$ cat src/sv/rcpwm_pkg.sv
// Shared constants, register indexes and payload types for the RC pulse to H-bridge PWM block.
package rcpwm_pkg;

    localparam int PWM_PERIOD   = 1000;
    localparam int BLINK_DIV    = 100;
    localparam int HALF_PHASE   = (PWM_PERIOD / 2) + 1;
    localparam int FULL_MARGIN  = 20;
    localparam int PULSE_LOW    = 800;
    localparam int PULSE_HIGH   = 2200;

    localparam int CENTER_W     = 11;
    localparam int MAXW_W       = 12;
    localparam int DEADBAND_W   = 8;
    localparam int TIMEOUT_W    = 12;
    localparam int PULSE_W      = 16;
    localparam int PHASE_W      = 10;
    localparam int DUTY_W       = 10;
    localparam int BLINK_W      = 7;
    localparam int SILENCE_W    = 12;

    // Signed working width for the pulse decode arithmetic.
    localparam int EVAL_W       = 14;
    localparam int OFFSET_W     = 12;
    localparam int SPAN_W       = 12;
    localparam int DIVIDEND_W   = OFFSET_W + DUTY_W;
    localparam int DIV_CNT_W    = $clog2(DIVIDEND_W);

    localparam int CENTER_RESET   = 1500;
    localparam int MAXW_RESET     = 1950;
    localparam int DEADBAND_RESET = 50;
    localparam int TIMEOUT_RESET  = 2000;

    localparam int ADDR_W       = 4;
    localparam int DATA_W       = 32;

    localparam logic [1:0] REG_CENTER   = 2'd0;
    localparam logic [1:0] REG_MAXW     = 2'd1;
    localparam logic [1:0] REG_DEADBAND = 2'd2;
    localparam logic [1:0] REG_TIMEOUT  = 2'd3;

    localparam logic KIND_PULSE = 1'b0;
    localparam logic KIND_TICK  = 1'b1;

    typedef struct packed {
        logic               kind;
        logic [PULSE_W-1:0] pulse_width;
    } cmd_t;

    typedef struct packed {
        logic               drive_a;
        logic               drive_b;
        logic               led;
        logic [PHASE_W-1:0] phase_length;
        logic               signal_lost;
    } rsp_t;

endpackage

$ cat src/sv/rc_pulse_to_hbridge_pwm.sv
// RC pulse width to bidirectional H-bridge PWM: decode, restoring divider, phase timer and loss logic.
// A timer item passes through ST_TICK and ST_FINISH; a pulse item that is rejected or decodes
// to stop passes through ST_EVAL and ST_FINISH, a driving pulse with a positive offset through
// ST_EVAL, ST_MUL, the 22-step restoring divider in ST_DIV, ST_SAT and ST_FINISH. One item is in
// flight; the next transfer is taken the cycle after the result register loads.
// Reset (rst_n, asynchronous, active low): registers take their documented values, drive
// stays off, the phase register holds 501 and no result is pending.
module rc_pulse_to_hbridge_pwm
    import rcpwm_pkg::*;
(
    input  logic              clk,
    input  logic              rst_n,
    input  logic              cmd_valid,
    output logic              cmd_stall,
    input  cmd_t              cmd_data,
    output logic              rsp_valid,
    input  logic              rsp_stall,
    output rsp_t              rsp_data,
    input  logic              psel,
    input  logic              penable,
    input  logic              pwrite,
    input  logic [ADDR_W-1:0] paddr,
    input  logic [DATA_W-1:0] pwdata,
    output logic [DATA_W-1:0] prdata,
    output logic              pready
);

    // Sequencer states.
    localparam logic [2:0] ST_IDLE   = 3'd0;
    localparam logic [2:0] ST_EVAL   = 3'd1;
    localparam logic [2:0] ST_TICK   = 3'd2;
    localparam logic [2:0] ST_MUL    = 3'd3;
    localparam logic [2:0] ST_DIV    = 3'd4;
    localparam logic [2:0] ST_SAT    = 3'd5;
    localparam logic [2:0] ST_FINISH = 3'd6;

    // Configuration registers.
    logic [CENTER_W-1:0]   center_reg;
    logic [MAXW_W-1:0]     maxw_reg;
    logic [DEADBAND_W-1:0] deadband_reg;
    logic [TIMEOUT_W-1:0]  timeout_reg;

    // Control state.
    logic [2:0]           state_reg, state_next;
    logic                 toggle_reg, toggle_next;
    logic                 stopped_reg, stopped_next;
    logic                 forward_reg, forward_next;
    logic                 full_fwd_reg, full_fwd_next;
    logic                 full_rev_reg, full_rev_next;
    logic                 seen_reg, seen_next;
    logic                 lost_reg, lost_next;
    logic [DUTY_W-1:0]    duty_reg, duty_next;
    logic [BLINK_W-1:0]   blink_reg, blink_next;
    logic [SILENCE_W-1:0] silence_reg, silence_next;
    logic                 led_reg, led_next;
    logic                 pin_a_reg, pin_a_next;
    logic                 pin_b_reg, pin_b_next;
    logic [PHASE_W-1:0]   phase_reg, phase_next;
    logic [DIV_CNT_W-1:0] cnt_reg, cnt_next;
    logic                 rsp_valid_reg, rsp_valid_next;

    // Payload and datapath registers.
    logic [PULSE_W-1:0]    width_reg;
    logic                  kind_reg;
    logic [OFFSET_W-1:0]   offset_reg, offset_next;
    logic [SPAN_W-1:0]     span_reg, span_next;
    logic [DIVIDEND_W-1:0] dvd_reg, dvd_next;
    logic [SPAN_W:0]       rem_reg, rem_next;
    rsp_t                  rsp_reg;

    logic cmd_xfer;
    logic rsp_free;
    logic cfg_write;

    // Pulse decode arithmetic.
    logic                     pulse_ok;
    logic signed [EVAL_W-1:0] w_s, c_s, mx_s, db_s, mn_s, span_s;
    logic signed [EVAL_W-1:0] fwd_lim_s, rev_lim_s, wc_fwd_s, wc_rev_s, off_s;
    logic                     go_fwd, go_rev, full_fwd, full_rev;

    // Timer event arithmetic.
    logic                 tick_full, tick_on, tick_a, tick_b;
    logic [PHASE_W-1:0]   tick_phase;
    logic [BLINK_W-1:0]   blink_inc;
    logic [SILENCE_W:0]   silence_inc;

    // Divider step.
    logic [SPAN_W:0] trial;
    logic            trial_ge;

    assign cmd_xfer  = cmd_valid && !cmd_stall;
    assign cmd_stall = (state_reg != ST_IDLE);
    assign rsp_free  = !rsp_valid_reg || !rsp_stall;
    assign rsp_valid = rsp_valid_reg;
    assign rsp_data  = rsp_reg;
    assign pready    = 1'b1;
    assign cfg_write = psel && penable && pwrite;

    always_comb
    begin
        unique case (paddr[3:2])
            REG_CENTER:   prdata = DATA_W'(center_reg);
            REG_MAXW:     prdata = DATA_W'(maxw_reg);
            REG_DEADBAND: prdata = DATA_W'(deadband_reg);
            REG_TIMEOUT:  prdata = DATA_W'(timeout_reg);
            default:      prdata = '0;
        endcase
    end

    // Pulse decode: direction, end clamp and offset from center. The width is only
    // meaningful when pulse_ok, so its low bits are enough for the signed view.
    always_comb
    begin
        pulse_ok  = (width_reg > PULSE_W'(PULSE_LOW)) && (width_reg < PULSE_W'(PULSE_HIGH));
        w_s       = $signed({1'b0, width_reg[EVAL_W-2:0]});
        c_s       = $signed(EVAL_W'(center_reg));
        mx_s      = $signed(EVAL_W'(maxw_reg));
        db_s      = $signed(EVAL_W'(deadband_reg));
        mn_s      = (c_s <<< 1) - mx_s;
        span_s    = mx_s - c_s;
        fwd_lim_s = mx_s - $signed(EVAL_W'(FULL_MARGIN));
        rev_lim_s = mn_s + $signed(EVAL_W'(FULL_MARGIN));
        go_fwd    = w_s > (c_s + db_s);
        go_rev    = w_s < (c_s - db_s);
        full_fwd  = w_s > fwd_lim_s;
        full_rev  = w_s < rev_lim_s;
        wc_fwd_s  = full_fwd ? fwd_lim_s : w_s;
        wc_rev_s  = full_rev ? rev_lim_s : w_s;
        off_s     = go_fwd ? (wc_fwd_s - c_s) : (c_s - wc_rev_s);
    end

    // Timer event: next phase, pin levels, LED and silence count.
    always_comb
    begin
        tick_full   = forward_reg ? full_fwd_reg : full_rev_reg;
        tick_on     = 1'b0;
        tick_phase  = PHASE_W'(HALF_PHASE);
        if (!stopped_reg)
        begin
            if (!toggle_reg)
            begin
                tick_on    = tick_full;
                tick_phase = tick_full ? PHASE_W'(HALF_PHASE) : (duty_reg + PHASE_W'(1));
            end
            else
            begin
                tick_on    = 1'b1;
                tick_phase = PHASE_W'(PWM_PERIOD + 1) - duty_reg;
            end
        end
        tick_a      = forward_reg && tick_on;
        tick_b      = !forward_reg && tick_on;
        blink_inc   = blink_reg + BLINK_W'(1);
        silence_inc = {1'b0, silence_reg} + (SILENCE_W + 1)'(1);
    end

    // One restoring divide step: bring down the next dividend bit.
    always_comb
    begin
        trial    = {rem_reg[SPAN_W-1:0], dvd_reg[DIVIDEND_W-1]};
        trial_ge = trial >= {1'b0, span_reg};
    end

    always_comb
    begin
        state_next     = state_reg;
        toggle_next    = toggle_reg;
        stopped_next   = stopped_reg;
        forward_next   = forward_reg;
        full_fwd_next  = full_fwd_reg;
        full_rev_next  = full_rev_reg;
        seen_next      = seen_reg;
        lost_next      = lost_reg;
        duty_next      = duty_reg;
        blink_next     = blink_reg;
        silence_next   = silence_reg;
        led_next       = led_reg;
        pin_a_next     = pin_a_reg;
        pin_b_next     = pin_b_reg;
        phase_next     = phase_reg;
        cnt_next       = cnt_reg;
        offset_next    = offset_reg;
        span_next      = span_reg;
        dvd_next       = dvd_reg;
        rem_next       = rem_reg;
        rsp_valid_next = rsp_valid_reg && rsp_stall;

        unique case (state_reg)
            ST_IDLE:
            begin
                if (cmd_xfer)
                begin
                    state_next = (cmd_data.kind == KIND_TICK) ? ST_TICK : ST_EVAL;
                end
            end
            ST_EVAL:
            begin
                state_next = ST_FINISH;
                if (pulse_ok)
                begin
                    seen_next = 1'b1;
                    lost_next = 1'b0;
                    span_next = (span_s < $signed(EVAL_W'(1))) ? SPAN_W'(1) : span_s[SPAN_W-1:0];
                    if (go_fwd || go_rev)
                    begin
                        stopped_next = 1'b0;
                        forward_next = go_fwd;
                        if (go_fwd)
                        begin
                            full_fwd_next = full_fwd;
                        end
                        else
                        begin
                            full_rev_next = full_rev;
                        end
                        // Offset at or below zero: saturate duty at zero, skip the divide.
                        if (off_s > $signed(EVAL_W'(0)))
                        begin
                            offset_next = off_s[OFFSET_W-1:0];
                            state_next  = ST_MUL;
                        end
                        else
                        begin
                            duty_next = '0;
                        end
                    end
                    else
                    begin
                        stopped_next = 1'b1;
                    end
                end
            end
            ST_MUL:
            begin
                dvd_next   = DIVIDEND_W'(offset_reg) * DIVIDEND_W'(PWM_PERIOD);
                rem_next   = '0;
                cnt_next   = '0;
                state_next = ST_DIV;
            end
            ST_DIV:
            begin
                rem_next = trial_ge ? (trial - {1'b0, span_reg}) : trial;
                dvd_next = {dvd_reg[DIVIDEND_W-2:0], trial_ge};
                cnt_next = cnt_reg + DIV_CNT_W'(1);
                if (cnt_reg == DIV_CNT_W'(DIVIDEND_W - 1))
                begin
                    state_next = ST_SAT;
                end
            end
            ST_SAT:
            begin
                duty_next  = (dvd_reg > DIVIDEND_W'(PWM_PERIOD)) ? DUTY_W'(PWM_PERIOD)
                                                                 : dvd_reg[DUTY_W-1:0];
                state_next = ST_FINISH;
            end
            ST_TICK:
            begin
                toggle_next = !toggle_reg;
                pin_a_next  = tick_a;
                pin_b_next  = tick_b;
                phase_next  = tick_phase;
                if (lost_reg)
                begin
                    if (blink_inc == BLINK_W'(BLINK_DIV))
                    begin
                        blink_next = '0;
                        led_next   = !led_reg;
                    end
                    else
                    begin
                        blink_next = blink_inc;
                    end
                end
                else
                begin
                    led_next = tick_a || tick_b;
                end
                if (seen_reg)
                begin
                    silence_next = '0;
                end
                else if (silence_inc > {1'b0, timeout_reg})
                begin
                    silence_next = timeout_reg;
                    stopped_next = 1'b1;
                    lost_next    = 1'b1;
                end
                else
                begin
                    silence_next = silence_inc[SILENCE_W-1:0];
                end
                seen_next  = 1'b0;
                state_next = ST_FINISH;
            end
            ST_FINISH:
            begin
                // Hold until the result register is free.
                if (rsp_free)
                begin
                    rsp_valid_next = 1'b1;
                    state_next     = ST_IDLE;
                end
            end
            default:
            begin
                state_next = ST_IDLE;
            end
        endcase
    end

    always_ff @(posedge clk or negedge rst_n)
    begin
        if (!rst_n)
        begin
            center_reg    <= CENTER_W'(CENTER_RESET);
            maxw_reg      <= MAXW_W'(MAXW_RESET);
            deadband_reg  <= DEADBAND_W'(DEADBAND_RESET);
            timeout_reg   <= TIMEOUT_W'(TIMEOUT_RESET);
            state_reg     <= ST_IDLE;
            toggle_reg    <= 1'b0;
            stopped_reg   <= 1'b1;
            forward_reg   <= 1'b0;
            full_fwd_reg  <= 1'b0;
            full_rev_reg  <= 1'b0;
            seen_reg      <= 1'b0;
            lost_reg      <= 1'b0;
            duty_reg      <= '0;
            blink_reg     <= '0;
            silence_reg   <= '0;
            led_reg       <= 1'b0;
            pin_a_reg     <= 1'b0;
            pin_b_reg     <= 1'b0;
            phase_reg     <= PHASE_W'(HALF_PHASE);
            cnt_reg       <= '0;
            rsp_valid_reg <= 1'b0;
        end
        else
        begin
            if (cfg_write)
            begin
                unique case (paddr[3:2])
                    REG_CENTER:   center_reg   <= pwdata[CENTER_W-1:0];
                    REG_MAXW:     maxw_reg     <= pwdata[MAXW_W-1:0];
                    REG_DEADBAND: deadband_reg <= pwdata[DEADBAND_W-1:0];
                    REG_TIMEOUT:  timeout_reg  <= pwdata[TIMEOUT_W-1:0];
                    default:      center_reg   <= center_reg;
                endcase
            end
            state_reg     <= state_next;
            toggle_reg    <= toggle_next;
            stopped_reg   <= stopped_next;
            forward_reg   <= forward_next;
            full_fwd_reg  <= full_fwd_next;
            full_rev_reg  <= full_rev_next;
            seen_reg      <= seen_next;
            lost_reg      <= lost_next;
            duty_reg      <= duty_next;
            blink_reg     <= blink_next;
            silence_reg   <= silence_next;
            led_reg       <= led_next;
            pin_a_reg     <= pin_a_next;
            pin_b_reg     <= pin_b_next;
            phase_reg     <= phase_next;
            cnt_reg       <= cnt_next;
            rsp_valid_reg <= rsp_valid_next;
        end
    end

    // Payload registers: no reset needed.
    always_ff @(posedge clk)
    begin
        if (cmd_xfer)
        begin
            kind_reg  <= cmd_data.kind;
            width_reg <= cmd_data.pulse_width;
        end
        offset_reg <= offset_next;
        span_reg   <= span_next;
        dvd_reg    <= dvd_next;
        rem_reg    <= rem_next;
        if (state_reg == ST_FINISH && rsp_free)
        begin
            rsp_reg.drive_a      <= pin_a_reg;
            rsp_reg.drive_b      <= pin_b_reg;
            rsp_reg.led          <= led_reg;
            rsp_reg.phase_length <= phase_reg;
            rsp_reg.signal_lost  <= lost_reg;
        end
    end

`ifndef SYNTHESIS
    a_xfer_leaves_idle: assert property (@(posedge clk) disable iff (!rst_n)
        cmd_xfer |=> (state_reg == ST_TICK || state_reg == ST_EVAL))
        else $error("transfer did not start processing");

    a_kind_routes: assert property (@(posedge clk) disable iff (!rst_n)
        (state_reg == ST_TICK) |-> (kind_reg == KIND_TICK))
        else $error("timer path entered for a pulse item");

    a_duty_bound: assert property (@(posedge clk) disable iff (!rst_n)
        duty_reg <= DUTY_W'(PWM_PERIOD))
        else $error("duty above period");

    a_lost_stops: assert property (@(posedge clk) disable iff (!rst_n)
        lost_reg |-> stopped_reg)
        else $error("signal lost while drive enabled");

    a_no_shoot_through: assert property (@(posedge clk) disable iff (!rst_n)
        !(pin_a_reg && pin_b_reg))
        else $error("both half-bridges driven");
`endif

endmodule
$ cat config.mk
export PLATFORM = sky130hd
export DESIGN_NAME = rc_pulse_to_hbridge_pwm
export DESIGN_NICKNAME = d
export VERILOG_FILES = /design/src/sv/rcpwm_pkg.sv /design/src/sv/rc_pulse_to_hbridge_pwm.sv
export SDC_FILE = /design/constraint.sdc
export NUM_CORES = 1
export LEC_CHECK = 0
export ABC_AREA = 1
export ABC_CLOCK_PERIOD_IN_PS = 15200
export BUFFER_PORTS_ARGS = -buffer_cell sky130_fd_sc_hd__buf_2
export CAP_MARGIN = 20
export CORE_AREA = 2 2 256 132
export DETAILED_ROUTE_END_ITERATION = 7
export DIE_AREA = 0 0 258 134
export PLACE_DENSITY = 0.67
export REMOVE_ABC_BUFFERS = 1
export SYNTH_ARGS = -nofsm -noshare
export SYNTH_HDL_FRONTEND = slang
export SYNTH_SLANG_ARGS = --single-unit
$ cat constraint.sdc
create_clock -name clk -period 15.2 [get_ports clk]
set_clock_uncertainty 0.2 [all_clocks]
set_input_delay 2.28 -clock clk [delete_from_list [all_inputs] [get_ports clk]]
set_output_delay 2.28 -clock clk [all_outputs]
set_load 0.02 [all_outputs]
## After elaboration in Yosys (flattened, before gate mapping)

Index checks and enable logic that the tools add are counted.

| word-level totals | value |
|---|---|
| bits in registers | 189 |
| latch bits | 0 |
| memory bits (writable) | 0 |
| ROM bits | 0 |
| bits of input ports | 60 |
| output and inout port bits | 49 |
| word-level logic and storage cells | 160 |
| memories kept | 0 |

| cells by class | value |
|---|---|
| add/sub/neg operators | 14 |
| multipliers | 1 |
| divide/modulo/power cells | 0 |
| $lt $le $gt $ge | 11 |
| equal/unequal tests | 20 |
| shifts and indexed selects | 0 |
| mux-type cells | 43 |
| bitwise operators | 1 |
| reduce and logical (&&, ||, !) cells | 39 |

Operators by type and width:

| kind | count |
|---|---|
| 32-bit one-hot mux with 4 select lines | 1 |
| 10-bit two-way mux | 7 |
| 22-bit one-hot mux with 2 select lines | 1 |
| 14-bit two-way mux | 3 |
| 12-bit two-way mux | 3 |
| 13-bit by 12-bit > comparator with 1-bit output | 2 |
| 12-bit one-hot mux with 2 select lines | 1 |
| 22-bit by 10-bit > comparator with 1-bit output (second input constant) | 1 |
| 10-bit one-hot mux with 2 select lines | 1 |
| 4-bit AND reduction | 5 |
| 12-bit by 7-bit multiplier with 19-bit output (second input constant) | 1 |
| 3-bit two-way mux | 6 |
| 3-bit one-hot mux with 6 select lines | 1 |
| 16-bit by 10-bit > comparator with 1-bit output (second input constant) | 1 |
| 16-bit by 12-bit less-than comparator with 1-bit output (second input constant) | 1 |
| 2-bit inequality test (second input constant) | 8 |
| 2-bit AND reduction | 8 |
| 13-bit by 6-bit adder with 14-bit output (second input constant) | 1 |
| 14-bit by 1-bit > comparator with 1-bit output (second input constant) | 1 |
| 14-bit by 13-bit > comparator with 1-bit output | 1 |
| 14-bit by 12-bit less-than comparator with 1-bit output | 1 |
| 14-bit less-than comparator | 1 |
| 12-bit by 14-bit subtractor with 14-bit output | 1 |
| 14-bit by 12-bit subtractor with 14-bit output | 1 |
| 36 further kinds | 71 |

## Longest topological paths before layout

Gate-level depths: netlist of the first run.

| depth | value |
|---|---|
| depth after elaboration | 11 |
| gate-level depth with buffers | 50 |

## Worst setup path after synthesis of the first run

Ideal clock, no wire load.

| path | value |
|---|---|
| kind | reg-to-reg |
| from | register center_reg[1] |
| to | register offset_reg[0] (enable) |
| setup time | 0.344 ns |
| arrival | 5.948 ns |
| required time | 14.656 ns |
| path slack | 8.708 ns |
| stages on the path, launching flop included | 45 |
| path buffers | 4 |
| clock period less this slack | 6.492 ns |
| cell sequence | dfrtp_1 ha_1 buf_4 a21oi_1 nand2_1 xor2_1 ha_1 inv_1 nand2_2 nand2_4 nor2_8 nand2_1 nand3_1 nand2_1 ha_1 a21o_1 a21oi_1 o21ai_0 [... 9 more ...] o21ai_0 ha_1 nand2_1 o21ai_0 nand2_1 a21oi_1 o21ai_0 nand2_1 nand2_1 nand2_1 nand3_1 inv_1 nand2_1 nand2_1 nand2_1 nand2_2 nand4_1 inv_1 |

| on the way | value |
|---|---|
| longest elaborated chain between the ends | 8 |
| elaborated cells on any way between the ends | 14 |
| classes of those cells | add/sub: 6; order compare: 4; mux: 2; reduce/logical: 2 |

Ends and longest elaborated chain:

| what | line | text |
|---|---|---|
| start, declared | rc_pulse_to_hbridge_pwm.sv:38 | `logic [CENTER_W-1:0] center_reg;` |
| start signal, assigned | rc_pulse_to_hbridge_pwm.sv:315 | `center_reg <= CENTER_W'(CENTER_RESET);` |
| start signal, assigned | rc_pulse_to_hbridge_pwm.sv:342 | `REG_CENTER: center_reg <= pwdata[CENTER_W-1:0];` |
| start signal, assigned | rc_pulse_to_hbridge_pwm.sv:346 | `default: center_reg <= center_reg;` |
| 12-bit by 12-bit subtractor with 13-bit output | rc_pulse_to_hbridge_pwm.sv:119 | `mn_s = (c_s <<< 1) - mx_s;` |
| 13-bit by 6-bit adder with 14-bit output | rc_pulse_to_hbridge_pwm.sv:122 | `rev_lim_s = mn_s + $signed(EVAL_W'(FULL_MARGIN));` |
| 14-bit less-than comparator | rc_pulse_to_hbridge_pwm.sv:126 | `full_rev = w_s < rev_lim_s;` |
| 14-bit two-way mux | rc_pulse_to_hbridge_pwm.sv:128 | `wc_rev_s = full_rev ? rev_lim_s : w_s;` |
| 12-bit by 14-bit subtractor with 14-bit output | rc_pulse_to_hbridge_pwm.sv:129 | `off_s = go_fwd ? (wc_fwd_s - c_s) : (c_s - wc_rev_s);` |
| 14-bit two-way mux | rc_pulse_to_hbridge_pwm.sv:129 |  |
| 14-bit by 1-bit > comparator with 1-bit output | rc_pulse_to_hbridge_pwm.sv:217 | `if (off_s > $signed(EVAL_W'(0)))` |
| 4-bit AND reduction (no line) * | n/a |  |
| end signal, assigned | rc_pulse_to_hbridge_pwm.sv:377 | `offset_reg <= offset_next;` |
| end, declared | rc_pulse_to_hbridge_pwm.sv:65 | `logic [OFFSET_W-1:0] offset_reg, offset_next;` |

Every way passes the cells marked *; elsewhere a longest branch is shown, timed or not.
A chain may end at the register's enable or synchronous reset.

## Final worst setup path of the first run

| path | value |
|---|---|
| from | register maxw_reg[1] |
| to | register offset_reg[0] (enable) |

| on the way | value |
|---|---|
| longest elaborated chain between the ends | 8 |
| elaborated cells on any way between the ends | 12 |
| classes of those cells | add/sub: 5; order compare: 3; mux: 3; reduce/logical: 1 |

Ends and longest elaborated chain:

| what | line | text |
|---|---|---|
| start, declared | rc_pulse_to_hbridge_pwm.sv:39 | `logic [MAXW_W-1:0] maxw_reg;` |
| start signal, assigned | rc_pulse_to_hbridge_pwm.sv:316 | `maxw_reg <= MAXW_W'(MAXW_RESET);` |
| start signal, assigned | rc_pulse_to_hbridge_pwm.sv:343 | `REG_MAXW: maxw_reg <= pwdata[MAXW_W-1:0];` |
| 12-bit by 12-bit subtractor with 13-bit output | rc_pulse_to_hbridge_pwm.sv:119 |  |
| 13-bit by 6-bit adder with 14-bit output | rc_pulse_to_hbridge_pwm.sv:122 |  |
| 14-bit less-than comparator | rc_pulse_to_hbridge_pwm.sv:126 |  |
| 14-bit two-way mux | rc_pulse_to_hbridge_pwm.sv:128 |  |
| 12-bit by 14-bit subtractor with 14-bit output | rc_pulse_to_hbridge_pwm.sv:129 |  |
| 14-bit two-way mux * | rc_pulse_to_hbridge_pwm.sv:129 |  |
| 14-bit by 1-bit > comparator with 1-bit output * | rc_pulse_to_hbridge_pwm.sv:217 |  |
| 4-bit AND reduction (no line) * | n/a |  |

Marked as above.

==> metrics.txt, run 1 <==
# TYPE chip_impl_metric gauge
chip_impl_info{name="setup.worst_path.end_class",value="register"} 1
chip_impl_metric{name="largest_reg_flops",unit=""} 22
chip_impl_metric{name="synth_async_sr_flop_share",unit="%"} 53.44
chip_impl_metric{name="timing.final.crit_period",unit="ps"} 8335
chip_impl_metric{name="wire_per_inst",unit="um"} 17.75
chip_impl_metric{name="floorplan_die_area",unit="mm^2"} 0.03457
chip_impl_metric{name="worst-slew-pin-transition",unit="ps"} 899.2
chip_impl_metric{name="die_width",unit="um"} 258
chip_impl_metric{name="post-place-ws",unit="ps"} 7160
chip_impl_metric{name="firstDrtPassIters",unit=""} 5
chip_impl_metric{name="clock_latency",unit="ps"} 450
chip_impl_metric{name="dp_hpwl",unit="um"} 34710
chip_impl_info{name="critPathSlowestCell",value="sky130_fd_sc_hd__ha_1"} 1
chip_impl_metric{name="ys_warn_count",unit=""} 0
chip_impl_metric{name="grt_antenna_before_repair",unit=""} 0
chip_impl_metric{name="count_of_cell_types_in_the_netlist",unit=""} 58
chip_impl_metric{name="cts_made_buffers",unit=""} 17
chip_impl_metric{name="htree_num_levels",unit=""} 4
chip_impl_metric{name="yosysSeqAreaShare",unit="%"} 32.71
chip_impl_metric{name="avgSynthCellArea",unit="um^2"} 8.252
chip_impl_metric{name="io-pin-count",unit=""} 109
chip_impl_metric{name="power.static_leakage",unit="nW"} 8.259
chip_impl_info{name="clock_tree_from_tritoncts",value="done"} 1
chip_impl_metric{name="max-vdd-ir-drop",unit="uV"} 79.81
chip_impl_metric{name="setup_total_negative_slack",unit="ps"} 0
chip_impl_metric{name="global_route.usage.total",unit="%"} 25.77
chip_impl_metric{name="global_route_congestion_overflow_total",unit=""} 0
chip_impl_metric{name="hold_violations",unit=""} 0
chip_impl_metric{name="cellPowerDensity",unit="mW/mm^2"} 189.7
chip_impl_metric{name="first_iter_violations",unit=""} 1213
chip_impl_metric{name="final_cells",unit=""} 2439
chip_impl_metric{name="cp.required",unit="ps"} 15090
chip_impl_metric{name="utilization",unit="%"} 53.33
chip_impl_metric{name="cts_sinks",unit=""} 189
chip_impl_metric{name="netlist_instances",unit=""} 1930
chip_impl_info{name="setup.worst_path.class",value="reg2reg"} 1
chip_impl_info{name="netlist.top_cell.by_area",value="sky130_fd_sc_hd__edfxtp_1"} 1
chip_impl_metric{name="cts_setup_buffers",unit=""} 0
chip_impl_info{name="critPathLaunchType",value="register"} 1
chip_impl_metric{name="grt_max_degree",unit=""} 61
chip_impl_metric{name="post_synth_instance_area",unit="mm^2"} 0.01593
chip_impl_metric{name="drv_cap",unit=""} 0
chip_impl_metric{name="post_dp_cell_area",unit="mm^2"} 0.01666
chip_impl_metric{name="timing.final.ws_setup",unit="ps"} 6865
chip_impl_metric{name="vias",unit=""} 13390
chip_impl_metric{name="finalHoldWorstSlack",unit="ps"} 254.8
chip_impl_info{name="synth_ff_type",value="sky130_fd_sc_hd__edfxtp_1"} 1
chip_impl_metric{name="synth_top_area_share",unit="%"} 16.59
chip_impl_metric{name="power",unit="mW"} 3.278
chip_impl_metric{name="initial_core_util",unit="%"} 49.15
chip_impl_info{name="setup_repair_after_global_routing_missed_its_margin",value="no"} 1
chip_impl_metric{name="clockBufferDepth",unit=""} 2
chip_impl_metric{name="timing.fmax",unit="MHz"} 120.0
chip_impl_metric{name="flow.area_growth_from_synthesis",unit="%"} 8.508
chip_impl_metric{name="post_layout_inst_area",unit="mm^2"} 0.01728
chip_impl_metric{name="critical_path_arrival",unit="ps"} 8220
chip_impl_info{name="status",value="finished, final reports clean"} 1
chip_impl_metric{name="vias_per_cell",unit=""} 5.490
chip_impl_metric{name="path_clk_slew",unit="ps"} 80
chip_impl_metric{name="detail_route.wirelength",unit="um"} 43300
chip_impl_metric{name="die_height",unit="um"} 134
chip_impl_metric{name="nets",unit=""} 2276
chip_impl_info{name="ys_top_cells_by_count",value="sky130_fd_sc_hd__nand2_1, sky130_fd_sc_hd__inv_1, sky130_fd_sc_hd__ha_1"} 1
chip_impl_metric{name="yosys_register_bits",unit=""} 189
chip_impl_metric{name="core",unit="mm^2"} 0.03240
chip_impl_metric{name="numPortBuffers",unit=""} 65
chip_impl_metric{name="antenna_cells",unit=""} 0
chip_impl_info{name="min_path_type",value="reg2reg"} 1
chip_impl_metric{name="crit_fanout",unit=""} 21
chip_impl_metric{name="drcViolationCount",unit=""} 0
chip_impl_info{name="clockRootBuffer",value="sky130_fd_sc_hd__clkbuf_16"} 1
chip_impl_metric{name="grt_pass1_vias",unit=""} 12730
chip_impl_metric{name="synth_enable_flop_cells",unit=""} 88
chip_impl_info{name="yosysMostFrequentCell",value="sky130_fd_sc_hd__nand2_1"} 1
chip_impl_metric{name="share_of_post_route_cells_with_drive_strength_above_1",unit="%"} 9.610
chip_impl_info{name="yosys-top-cells-area",value="sky130_fd_sc_hd__edfxtp_1, sky130_fd_sc_hd__ha_1, sky130_fd_sc_hd__dfrtp_1"} 1
chip_impl_metric{name="setup_viol",unit=""} 0
chip_impl_info{name="path_common_cell",value="sky130_fd_sc_hd__nand2_1"} 1
chip_impl_metric{name="place.gp.congestion",unit=""} 0.9719
chip_impl_metric{name="rows",unit=""} 47
chip_impl_metric{name="finalCritPeriodShare",unit="%"} 54.83
chip_impl_metric{name="drt.antenna.violating_nets",unit=""} 0
chip_impl_metric{name="place.detailed.instances",unit=""} 2407
chip_impl_metric{name="critPathMaxStageDelay",unit="ps"} 660
chip_impl_metric{name="final_max_tran_viols",unit=""} 0
chip_impl_metric{name="cts.repair.resized",unit=""} 0
chip_impl_metric{name="maxSlewHeadroom",unit="%"} 39.83
chip_impl_metric{name="cts-hold-fix-buffers",unit=""} 0
chip_impl_metric{name="grt_pass1_wl",unit="um"} 69010
==> routing by layer <==
metal  part of all wire, %  routed length (um)  global-route usage, %
met4                   1.2                 502                  4.817
met1                    51               22290                  40.83
met3                    10                4511                  8.314
met5                     0                   0                      0
met2                    37               15990                  33.50
==> layout by cell type, fill, tap and decap left out, types with 7 or more instances in the layout <==
cell type,Yosys,final
sky130_fd_sc_hd__o21bai_1,10,10
sky130_fd_sc_hd__nand2_1,400,400
sky130_fd_sc_hd__xor2_1,75,75
sky130_fd_sc_hd__a31oi_1,8,8
sky130_fd_sc_hd__nor4_1,7,7
sky130_fd_sc_hd__nand3_1,72,72
sky130_fd_sc_hd__nand4_1,29,29
sky130_fd_sc_hd__edfxtp_1,88,88
sky130_fd_sc_hd__o22ai_1,9,9
sky130_fd_sc_hd__nor3_1,17,16
sky130_fd_sc_hd__fa_1,45,45
sky130_fd_sc_hd__ha_1,186,186
sky130_fd_sc_hd__nor2_1,135,134
sky130_fd_sc_hd__buf_2,12,64
sky130_fd_sc_hd__a21oi_1,107,107
sky130_fd_sc_hd__inv_1,261,261
sky130_fd_sc_hd__o21ai_0,153,153
sky130_fd_sc_hd__a21o_1,10,10
sky130_fd_sc_hd__buf_4,22,14
sky130_fd_sc_hd__o32ai_1,14,14
sky130_fd_sc_hd__dfrtp_1,69,69
sky130_fd_sc_hd__clkbuf_16,0,17
sky130_fd_sc_hd__o2111ai_1,9,9
sky130_fd_sc_hd__dfstp_2,32,32
sky130_fd_sc_hd__nand3_2,16,16
sky130_fd_sc_hd__nand2_2,15,15
sky130_fd_sc_hd__a211oi_1,8,8
sky130_fd_sc_hd__conb_1,2,21
sky130_fd_sc_hd__xnor2_1,27,27
==> cell families after synthesis <==
kind of cell	share of synthesized area (%)
buf+inv	8.343
other cells	0.04715
simple gates	20.03
compound gates	12.99
xor+xnor	5.609
flops	32.71
fa+ha+maj	20.27
==> final timing paths <==
| check | start | depth (start not counted) | slack [ps] | to |
|---|---|---|---|---|
| worst min-delay path | pin_a_reg | 0 | 250 | rsp_data[13] |
| worst max-delay path | maxw_reg[1] | 41 | 6870 | offset_reg[0] |
| min in group asynchronous | rst_n | 1 | 1620 | led_reg |
| worst max register to register | maxw_reg[1] | 41 | 6870 | offset_reg[0] |
| worst min register to register | pin_a_reg | 0 | 250 | rsp_data[13] |
| max in group asynchronous | rst_n | 2 | 12000 | center_reg[9] |
==> area by class of cell <==
type | instances | area, um^2
sequential | 189 | 5210
multi-input combinational | 1432 | 9467
fill | 3023 | 15120
inverter | 267 | 1002
clock inverter | 14 | 196.4
clock buffer | 18 | 429.2
timing repair buffer | 78 | 425.4
tap | 441 | 551.8
==> worst max-delay path: cells and delay by family (launching register included) <==
kind	cells	cell delay [ps]
buffers and inverters	5	1270
adder cells (fa/ha/maj)	4	1820
AND/OR/NAND/NOR	22	2230
XOR/XNOR	1	270
flip-flops	1	630
AO/OA/AOI/OAI	9	1550
==> report_power, final <==
group | internal, mW | switching (mW) | total [mW]
clock | 0.240 | 0.234 | 0.474
combinational | 0.672 | 1.22 | 1.89
sequential | 0.751 | 0.158 | 0.909
total | 1.66 | 1.62 | 3.28
Power figures use the tool's default switching activity.
==> run 2, diff against run 1 <==
ABC_CLOCK_PERIOD_IN_PS = 8340   (was 15200)
clock period = 8.34 ns   (was 15.2 ns; I/O delays follow)
==> metrics.txt, run 2 (synthesis gave the netlist of run 1 again) <==
# TYPE chip_impl_metric gauge
chip_impl_info{name="status",value="finished, final reports clean"} 1
chip_impl_metric{name="finalCritPeriodShare",unit="%"} 91.14
chip_impl_info{name="routed.top_layer",value="met4"} 1
chip_impl_metric{name="global_route.usage.total",unit="%"} 26.34
chip_impl_info{name="critPathLaunchType",value="register"} 1
chip_impl_info{name="critical_path.reg2reg.startpoint",value="maxw_reg[2]"} 1
chip_impl_metric{name="timing.fmax",unit="MHz"} 131.6
chip_impl_metric{name="initial_core_util",unit="%"} 49.15
chip_impl_info{name="min_delay_worst_endpoint",value="rsp_data[12]"} 1
chip_impl_metric{name="hold-path-cell-count",unit=""} 0
chip_impl_metric{name="reg2reg_depth",unit=""} 39
chip_impl_metric{name="drcViolationCount",unit=""} 0
chip_impl_info{name="clock_tree_from_tritoncts",value="done"} 1
chip_impl_metric{name="rows",unit=""} 47
chip_impl_metric{name="net_switching_share_of_the_total_power",unit="%"} 49.60
chip_impl_info{name="critical_path.top_delay_family",value="simple AND/OR/NAND/NOR gates"} 1
chip_impl_info{name="setup.worst_path.end_class",value="register"} 1
chip_impl_metric{name="intPower",unit="mW"} 3.020
chip_impl_metric{name="grt_pass1_vias",unit=""} 12430
chip_impl_metric{name="power.static_leakage",unit="nW"} 8.282
chip_impl_metric{name="detail_route.wirelength",unit="um"} 44210
chip_impl_metric{name="post_dp_cell_area",unit="mm^2"} 0.01673
chip_impl_metric{name="net-switching-power",unit="mW"} 2.972
chip_impl_metric{name="setup_total_negative_slack",unit="ps"} 0
chip_impl_metric{name="pwr-share-seq",unit="%"} 27.4
chip_impl_metric{name="cts-hold-fix-buffers",unit=""} 0
chip_impl_metric{name="wire_per_inst",unit="um"} 18.05
chip_impl_metric{name="cts_sinks",unit=""} 189
chip_impl_metric{name="grt_max_degree",unit=""} 68
chip_impl_info{name="layout.cells.most_common_list",value="sky130_fd_sc_hd__nand2_1, sky130_fd_sc_hd__inv_1, sky130_fd_sc_hd__ha_1, sky130_fd_sc_hd__o21ai_0, sky130_fd_sc_hd__nor2_1"} 1
chip_impl_metric{name="clock_power_share",unit="%"} 13.8
chip_impl_metric{name="vias",unit=""} 13430
chip_impl_metric{name="die_width",unit="um"} 258
chip_impl_metric{name="dp_hpwl",unit="um"} 35700
chip_impl_metric{name="met2RoutedLength",unit="um"} 16100
chip_impl_metric{name="share_comb_of_total_power",unit="%"} 58.8
chip_impl_metric{name="drv_cap",unit=""} 0
chip_impl_metric{name="utilization",unit="%"} 53.47
chip_impl_info{name="clockRootBuffer",value="sky130_fd_sc_hd__clkbuf_16"} 1
chip_impl_metric{name="nets",unit=""} 2287
chip_impl_metric{name="fillers",unit=""} 3021
chip_impl_metric{name="cellPowerDensity",unit="mW/mm^2"} 345.9
chip_impl_metric{name="setup_viol",unit=""} 0
chip_impl_metric{name="firstDrtPassIters",unit=""} 5
chip_impl_metric{name="critical_path_arrival",unit="ps"} 7500
chip_impl_metric{name="core",unit="mm^2"} 0.03240
chip_impl_metric{name="multi_input_area",unit="mm^2"} 0.009469
chip_impl_metric{name="crit_fanout",unit=""} 12
chip_impl_metric{name="dr_wl_met3",unit="um"} 4781
chip_impl_info{name="critPathSlowestCell",value="sky130_fd_sc_hd__dfstp_2"} 1
chip_impl_metric{name="critPathMaxStageDelay",unit="ps"} 690
chip_impl_metric{name="path_clk_slew",unit="ps"} 80
chip_impl_metric{name="clock_latency",unit="ps"} 460
chip_impl_metric{name="cts_made_buffers",unit=""} 17
chip_impl_metric{name="timing.final.ws_setup",unit="ps"} 738.9
chip_impl_metric{name="max-vdd-ir-drop",unit="uV"} 179.2
chip_impl_info{name="path_common_cell",value="sky130_fd_sc_hd__nand2_1"} 1
chip_impl_metric{name="clockBufferDepth",unit=""} 2
chip_impl_metric{name="place.gp.congestion",unit=""} 0.9759
chip_impl_metric{name="reg2reg_slack",unit="ps"} 740
chip_impl_info{name="leading_cell_type_in_the_layout_fill_and_taps_excluded",value="sky130_fd_sc_hd__nand2_1"} 1
chip_impl_metric{name="flow.area_growth_from_synthesis",unit="%"} 8.775
chip_impl_metric{name="largest_reg_flops",unit=""} 22
chip_impl_metric{name="maxSlewHeadroom",unit="%"} 36.59
chip_impl_metric{name="htree_num_levels",unit=""} 4
chip_impl_metric{name="detail_route.wirelength.met1",unit="um"} 23000
chip_impl_metric{name="timing.final.crit_period",unit="ps"} 7601
chip_impl_metric{name="vias_per_cell",unit=""} 5.480
chip_impl_metric{name="critical_path.n_buffers_inverters",unit=""} 3
chip_impl_metric{name="grt_pass1_wl",unit="um"} 69780
chip_impl_metric{name="io-pin-count",unit=""} 109
chip_impl_info{name="holdCritStartpoint",value="pin_b_reg"} 1
chip_impl_metric{name="die_height",unit="um"} 134
chip_impl_metric{name="post-place-ws",unit="ps"} 699.7
chip_impl_info{name="min_path_type",value="reg2reg"} 1
chip_impl_metric{name="grt_antenna_before_repair",unit=""} 0
chip_impl_info{name="r2r-end",value="offset_reg[1]"} 1
chip_impl_info{name="setup.worst_path.class",value="reg2reg"} 1
chip_impl_metric{name="share_of_post_route_cells_with_drive_strength_above_1",unit="%"} 10.15
chip_impl_metric{name="seq_area",unit="mm^2"} 0.005210
chip_impl_metric{name="post_layout_inst_area",unit="mm^2"} 0.01732
chip_impl_metric{name="worst-slew-pin-transition",unit="ps"} 927.1
chip_impl_metric{name="final_max_tran_viols",unit=""} 0
chip_impl_metric{name="drt.antenna.violating_nets",unit=""} 0
chip_impl_metric{name="finalHoldWorstSlack",unit="ps"} 251.0
chip_impl_metric{name="numPortBuffers",unit=""} 65
chip_impl_metric{name="antenna_cells",unit=""} 0
chip_impl_metric{name="global_route_congestion_overflow_total",unit=""} 0
chip_impl_metric{name="first_iter_violations",unit=""} 1081
chip_impl_metric{name="hold_violations",unit=""} 0
chip_impl_info{name="setup_repair_after_global_routing_missed_its_margin",value="no"} 1
chip_impl_metric{name="floorplan_die_area",unit="mm^2"} 0.03457
chip_impl_metric{name="cp.required",unit="ps"} 8240
-- run 2: final cells by class --
| class | count | share of cell area [%] |
|---|---|---|
| Multi-Input combinational cell | 1432 | 54.66 |
| Inverter | 267 | 5.807 |
| Sequential cell | 189 | 30.07 |
| Clock buffer | 19 | 2.499 |
| Tap cell | 441 | 3.185 |
| Clock inverter | 13 | 0.8595 |
| Timing Repair Buffer | 88 | 2.889 |
| Timing Repair inverter | 1 | 0.02889 |
-- run 2: power groups by stage --
stage                     sequential, mW  combinational, mW  clock [mW]
final                               1.64               3.52       0.825
after global routing                1.67               3.99       0.882
after CTS                           1.63               3.45       0.844
after detailed placement            1.64               3.43           0
after global placement              1.63               3.33           0
after floorplan                     1.57               2.55           0
-- run 2: worst max path at each step --
stage	start	to	slack [ps]	cells past startpoint
3_3_place_gp	maxw_reg[1]	offset_reg[1]	860	39
2_1_floorplan	maxw_reg[1]	offset_reg[0]	2100	39
3_5_place_dp	maxw_reg[2]	offset_reg[1]	700	43
5_1_grt	maxw_reg[2]	offset_reg[5]	4	40
6_report	maxw_reg[2]	offset_reg[1]	740	39
4_1_cts	maxw_reg[2]	offset_reg[0]	660	43
-- run 2: layer usage --
| metal | GRT usage (%) | vias up |
|---|---|---|
| met3 | 8.749 | 23 |
| met5 | 0 | - |
| met4 | 3.918 | 0 |
| met1 | 42.29 | 6389 |
| met2 | 33.83 | 462 |
| li1 | - | 6553 |
-- run 2: stage by stage --
| step | power (mW) | std cells |
|---|---|---|
| 2_1_floorplan | 4.111 | 1888 |
| 3_3_place_gp | 4.968 | 2417 |
| 3_5_place_dp | 5.069 | 2417 |
| 4_1_cts | 5.917 | 2449 |
| 5_1_grt | 6.542 | 2450 |
| 6_report | 5.992 | 2450 |
-- run 2: timing repair --
| item | CTS | global route |
|---|---|---|
| setup endpoints to repair | 0 | 12 |
| setup buffers | 0 | 0 |
| resized for setup | 0 | 2 |
